===== src/sv/s2lab_div.sv =====
// ----------------------------------------------------------------------------
// s2lab_div
// Pipelined divide by a constant: reciprocal multiply in three partial
// products, then one remainder correction.
// ----------------------------------------------------------------------------
module s2lab_div #(
	parameter int NUM_W = 54,
	parameter int QUO_W = 31,
	parameter longint DEN = 10
) (
	input  logic             clk,
	input  logic [NUM_W-1:0] num,
	output logic [QUO_W-1:0] quo
);

	localparam int DEN_W = $clog2(DEN + 1);
	localparam int M_W   = NUM_W - DEN_W + 1;
	localparam int CH    = (NUM_W + 2) / 3;
	localparam int PP_W  = CH + M_W;
	localparam int SUM_W = 3 * CH + M_W;

	localparam logic [NUM_W-1:0] DEN_N = NUM_W'(DEN);
	localparam logic [NUM_W:0]   POW   = (NUM_W + 1)'(1) << NUM_W;
	localparam logic [NUM_W:0]   RECIP = POW / (NUM_W + 1)'(DEN);
	localparam logic [M_W-1:0]   M     = M_W'(RECIP);

	logic [3*CH-1:0]  num_x;
	logic [PP_W-1:0]  pp_s1 [3];
	logic [NUM_W-1:0] num_s1;
	logic [SUM_W-1:0] acc;
	logic [QUO_W-1:0] q0_s2;
	logic [NUM_W-1:0] num_s2;
	logic [NUM_W-1:0] prod_s3;
	logic [QUO_W-1:0] q0_s3;
	logic [NUM_W-1:0] num_s3;
	logic [NUM_W-1:0] rem;

	assign num_x = (3 * CH)'(num);

	always_ff @(posedge clk) begin
		for (int i = 0; i < 3; i++) begin
			pp_s1[i] <= PP_W'(num_x[i*CH +: CH]) * PP_W'(M);
		end
		num_s1 <= num;
	end

	assign acc = SUM_W'(pp_s1[0]) + (SUM_W'(pp_s1[1]) << CH)
		+ (SUM_W'(pp_s1[2]) << (2 * CH));

	// estimate is the quotient or one below it
	always_ff @(posedge clk) begin
		q0_s2  <= QUO_W'(acc >> NUM_W);
		num_s2 <= num_s1;
	end

	always_ff @(posedge clk) begin
		prod_s3 <= NUM_W'(q0_s2) * DEN_N;
		q0_s3   <= q0_s2;
		num_s3  <= num_s2;
	end

	assign rem = num_s3 - prod_s3;

	always_ff @(posedge clk) begin
		quo <= (rem >= DEN_N) ? q0_s3 + QUO_W'(1) : q0_s3;
	end

endmodule


===== config.mk =====
export PLATFORM = sky130hd
export DESIGN_NAME = s2lab_div
export DESIGN_NICKNAME = d
export VERILOG_FILES = /design/src/sv/s2lab_div.sv
export SDC_FILE = /design/constraint.sdc
export NUM_CORES = 1
export LEC_CHECK = 0
export BUFFER_PORTS_ARGS = -buffer_cell sky130_fd_sc_hd__buf_2
export CAP_MARGIN = 5
export CORE_MARGIN = 2
export CORE_UTILIZATION = 25
export CTS_CLUSTER_DIAMETER = 80
export DETAILED_ROUTE_END_ITERATION = 16
export PLACE_DENSITY = 0.5
export SLEW_MARGIN = 10
export SYNTH_ARGS = -nofsm -noshare
export SYNTH_HDL_FRONTEND = slang
export SYNTH_SLANG_ARGS = --single-unit

===== constraint.sdc =====
create_clock -name clk -period 18.3 [get_ports clk]
set_clock_uncertainty 0.1 [all_clocks]
set_input_delay 1.83 -clock clk [delete_from_list [all_inputs] [get_ports clk]]
set_output_delay 1.83 -clock clk [all_outputs]
set_load 0.05 [all_outputs]

# [Word level (Yosys, flattened, before mapping)]
# Memory sizes are Yosys's and may differ from the RTL's.
# Index checks and enable logic that the tools add are counted.
[totals] regBits=289 mem_bits_rw=204 inputBits=55 out_inout_bits=31 n_memories=1
[mem_list] name="pp_s1" depth=3 width=68 rd=3 rd_clocked_by_memory_dff=0 wr=3 line="28" text="logic [PP_W-1:0] pp_s1 [3];"
[op_classes] add_sub_neg=4 mul=4 n_lt_le_gt_ge=1 n_mux=1
[ops] op="18-bit by 50-bit multiplier with 68-bit output (second input constant)" n=3
[ops] op="69-bit by 85-bit adder with 85-bit output" n=1
[ops] op="85-bit adder" n=1
[ops] op="54-bit by 4-bit greater-or-equal comparator with 1-bit output (second input constant)" n=1
[ops] op="54-bit by 35-bit subtractor with 54-bit output" n=1
[ops] op="31-bit by 3-bit multiplier with 34-bit output (second input constant)" n=1
[ops] op="31-bit by 1-bit adder with 31-bit output (second input constant)" n=1
[ops] op="31-bit two-way mux" n=1

# [Longest topological paths before layout]
[depth] ltp_word=3 mapped_depth=27

# [Least setup slack after synthesis]
# Ideal clock, no wire load.
[synth_timing] kind="input port to flip-flop" startpoint="input num[7]" endpoint="memory pp_s1[0][67] (netlist name)" arrival_time_ps=7683 path_slack_ps=10444 path_stages=26 cell_sequence="inv_1 > ha_1 > inv_1 > fa_1 > inv_1 > fa_1 > fa_1 > inv_1 > fa_1 > inv_1 > fa_1 > inv_1 > ha_1 > and4_1 > a221o_1 > a221o_1 > a41oi_1 > o21ai_1 > o41a_1 > nor2_1 > o311ai_1 > a31oi_1 > a21oi_1 > a21o_1 > a21oi_1 > xnor2_1"
[synth_lines] element="start: declaration" line="12" text="input logic [NUM_W-1:0] num,"
[synth_lines] element="end: declaration" line="28"

==> metrics.md <==
| Metric | Value |
|---|---|
| Vias in the first global route | `22093` |
| Post-synth ARST share | `0` |
| Clk sinks | `446` |
| Mapped Nets | `3875` |
| Synth area leaders | `dfxtp_1, ha_1, fa_1` |
| Total number of vias | `20730` |
| Fin Setup TNS | `0 ps` |
| Tcrit/Tclk final | `0.4416` |
| Largest net degree at the start of global routing | `32` |
| Hold_buf cts | `0` |
| Actual slew at the worst max-slew pin | `1139 ps` |
| Synthesized flop and latch total | `446` |
| Critical path arrival | `8530 ps` |
| Hold Path Depth | `0` |
| Fmax | `123.8 MHz` |
| Worst reg2reg path depth | `16` |
| Yosys warnings | `0` |
| DIE WIDTH | `352.8 um` |
| First-pass GRT wire length | `126700 um` |
| Post-Route WL | `79380 um` |
| Rel. slew slack | `0.2358` |
| Post-synth top area share | `0.2936` |
| Clock tree buffer depth | `3` |
| RD Place Congestion | `0.8790` |
| Final hold violation count | `0` |
| Initial DRC Count | `798` |
| Detailed-route DRC error count | `0` |
| Final Critical Period | `8081 ps` |
| Die height | `352.8 um` |
| I/O pins | `86` |
| Reg clk slew, reported paths | `60 ps` |
| CTS tree | `built` |
| Final ANT Viol Nets | `0` |
| Synth cell types | `84` |
| Port Buffers | `85` |
| Crit start category | `primary input` |
| Setup violators final | `0` |
| Critical Path End Type | `flip-flop` |
| Drt via density | `4.295` |
| Avg WL per Cell | `16.45 um` |
| Syn Area/Cell | `9.848 um2` |
| Final net count | `3963` |
| Layout cells sized above 1 | `0.06723` |
| EDFF count, synth | `0` |
| Later-pin clock latency in the skew report | `620 ps` |
| Core Area | `120300 um2` |
| Crit path kind | `primary input to flip-flop` |
| Grt total ovfl | `0` |
| GRT Total Usage | `0.1300` |
| Cell count after synthesis | `3088` |
| Max-slew violation count | `0` |
| Cts bufs inserted | `48` |
| Die footprint | `124400 um2` |
| Crit path max fanout | `12` |
| RSZ-0062 raised after global routing | `no` |
| Area Overhead vs Synth | `13.00%` |
| Max-Cap Viols | `0` |
| Mapped cell area | `30410 um2` |
| TritonRoute pass-1 iters | `5` |
| Share of the yosys chip area belonging to registers | `0.2936` |
| Worst path required time | `18750 ps` |
| Status | `completed` |
| HP Class | `flip-flop to flip-flop` |
| Setup bufs post-CTS | `0` |
| Yosys top cell by area | `dfxtp_1` |
| # rows | `127` |
| Antenna violations before repair | `6` |
| Post-cts resize count | `0` |
| H-tree depth | `2` |
| Starting Density | `0.2528` |
| Top_reg_cell synth | `dfxtp_1` |
| Dpl hpwl | `68640 um` |
| Root buffer cell | `clkbuf_16` |
==> worst paths after layout <==
kind	start	to	slack [ps]
worst max-delay path	num[7]	pp_s1[0][67]	10220
worst min-delay path	num_s1[39]	num_s2[39]	220
worst max register to register	q0_s3[0]	quo[1]	12890
worst min register to register	num_s1[39]	num_s2[39]	220
==> synth_stat cells, types with 5 or more instances <==
library cell	number
o211ai_1	15
a211o_1	5
nand3_1	50
a21boi_0	13
o31ai_1	10
nand2_1	101
o41ai_1	5
a21oi_1	147
nor4_1	17
mux2i_1	7
dfxtp_1	446
a22oi_1	7
o31a_1	5
and3_1	19
nor2b_1	25
and2_1	13
or3_1	11
a211oi_1	12
and4_1	6
fa_1	244
o21ai_0	133
xor2_1	58
o22ai_1	7
o21bai_1	21
mux2_2	9
or2_2	14
nand2b_1	29
inv_1	537
xnor2_1	124
buf_1	7
a31oi_1	22
ha_1	488
nand4_1	36
clkbuf_1	38
o21a_1	31
a21o_1	75
nor2_1	150
nor3_1	57
==> stage by stage <==
step           worst slack (ps)  hold WS [ps]  cell area, um2  cells  utilization
5_1_grt                    9794         218.6           34360   4825       0.2856
6_report                  10220         221.2           34360   4826       0.2857
2_1_floorplan             10440         209.6           30410   3088            -
3_3_place_gp               9567         210.9           32670   4738       0.2716
4_1_cts                   10180         216.9           34360   4825       0.2856
3_5_place_dp               9530         212.1           32670   4738       0.2716
==> layer usage <==
layer | routed length (um) | share of wire | track usage | vias to the layer above
met1 | 34840 | 0.44 | 0.1588 | 9798
met4 | 2319 | 0.029 | 0.04034 | 8
li1 | - | - | - | 10525
met3 | 2349 | 0.030 | 0.01871 | 110
met5 | 41 | 0.00052 | 0 | -
met2 | 39840 | 0.50 | 0.2341 | 289
==> critical path: stages <==
cell and delay [ps]:
buf_2 130, inv_1 50, ha_1 260, inv_1 60, fa_1 440, inv_1 80
fa_1 460, fa_1 550, inv_1 60, fa_1 560, inv_1 70, fa_1 540
inv_1 40, ha_1 290, and4_1 210, a221o_1 290, a221o_1 320, a41oi_1 220
o21ai_1 190, o41a_1 370, nor2_1 110, buf_4 220, o311ai_1 180, a31oi_1 290
a21oi_1 160, a21o_1 230, a21oi_1 170, xnor2_1 130
==> layout make-up <==
type                            count  area [um2]
Clock inverter                     25       345.3
Clock buffer                       62        1345
Tap cell                         1612        2017
Inverter                          538        2019
Fill cell                       12783       85930
Sequential cell                   446        8929
Timing Repair Buffer               88       447.9
Antenna cell                        1       2.502
Multi-Input combinational cell   2054       19260
==> layout by cell type (no fill, tap or decap), types with 49 or more instances in the layout <==
| master | count |
|---|---|
| inv_1 | 537 |
| nand2_1 | 101 |
| a21oi_1 | 147 |
| xor2_1 | 58 |
| dfxtp_1 | 446 |
| o21ai_0 | 133 |
| fa_1 | 244 |
| buf_2 | 85 |
| xnor2_1 | 124 |
| ha_1 | 488 |
| nand3_1 | 50 |
| nor3_1 | 57 |
| clkbuf_16 | 49 |
| nor2_1 | 150 |
| a21o_1 | 75 |
==> state kept, by name, indices dropped and copies added (netlist names) <==
| register | flops |
|---|---|
| q0_s2 | 31 |
| num_s2 | 53 |
| prod_s3 | 32 |
| q0_s3 | 31 |
| num_s1 | 53 |
| pp_s1 | 162 |
| num_s3 | 53 |
| quo | 31 |
==> logic make-up (layout without fill, tap and decap cells) <==
kind of cell,after synthesis,after routing,synth area share
multiplexers,17,17,0.006007
AO/OA/AOI/OAI,569,569,0.1213
other,0,1,0
XOR/XNOR,182,182,0.05242
adder cells (fa/ha/maj),732,732,0.3614
buffers and inverters,588,713,0.07316
AND/OR/NAND/NOR,554,554,0.09208
flip-flops,446,446,0.2936
Power is not shown: default switching activity piles up to over one toggle a cycle in this logic, so the estimate is an artifact.
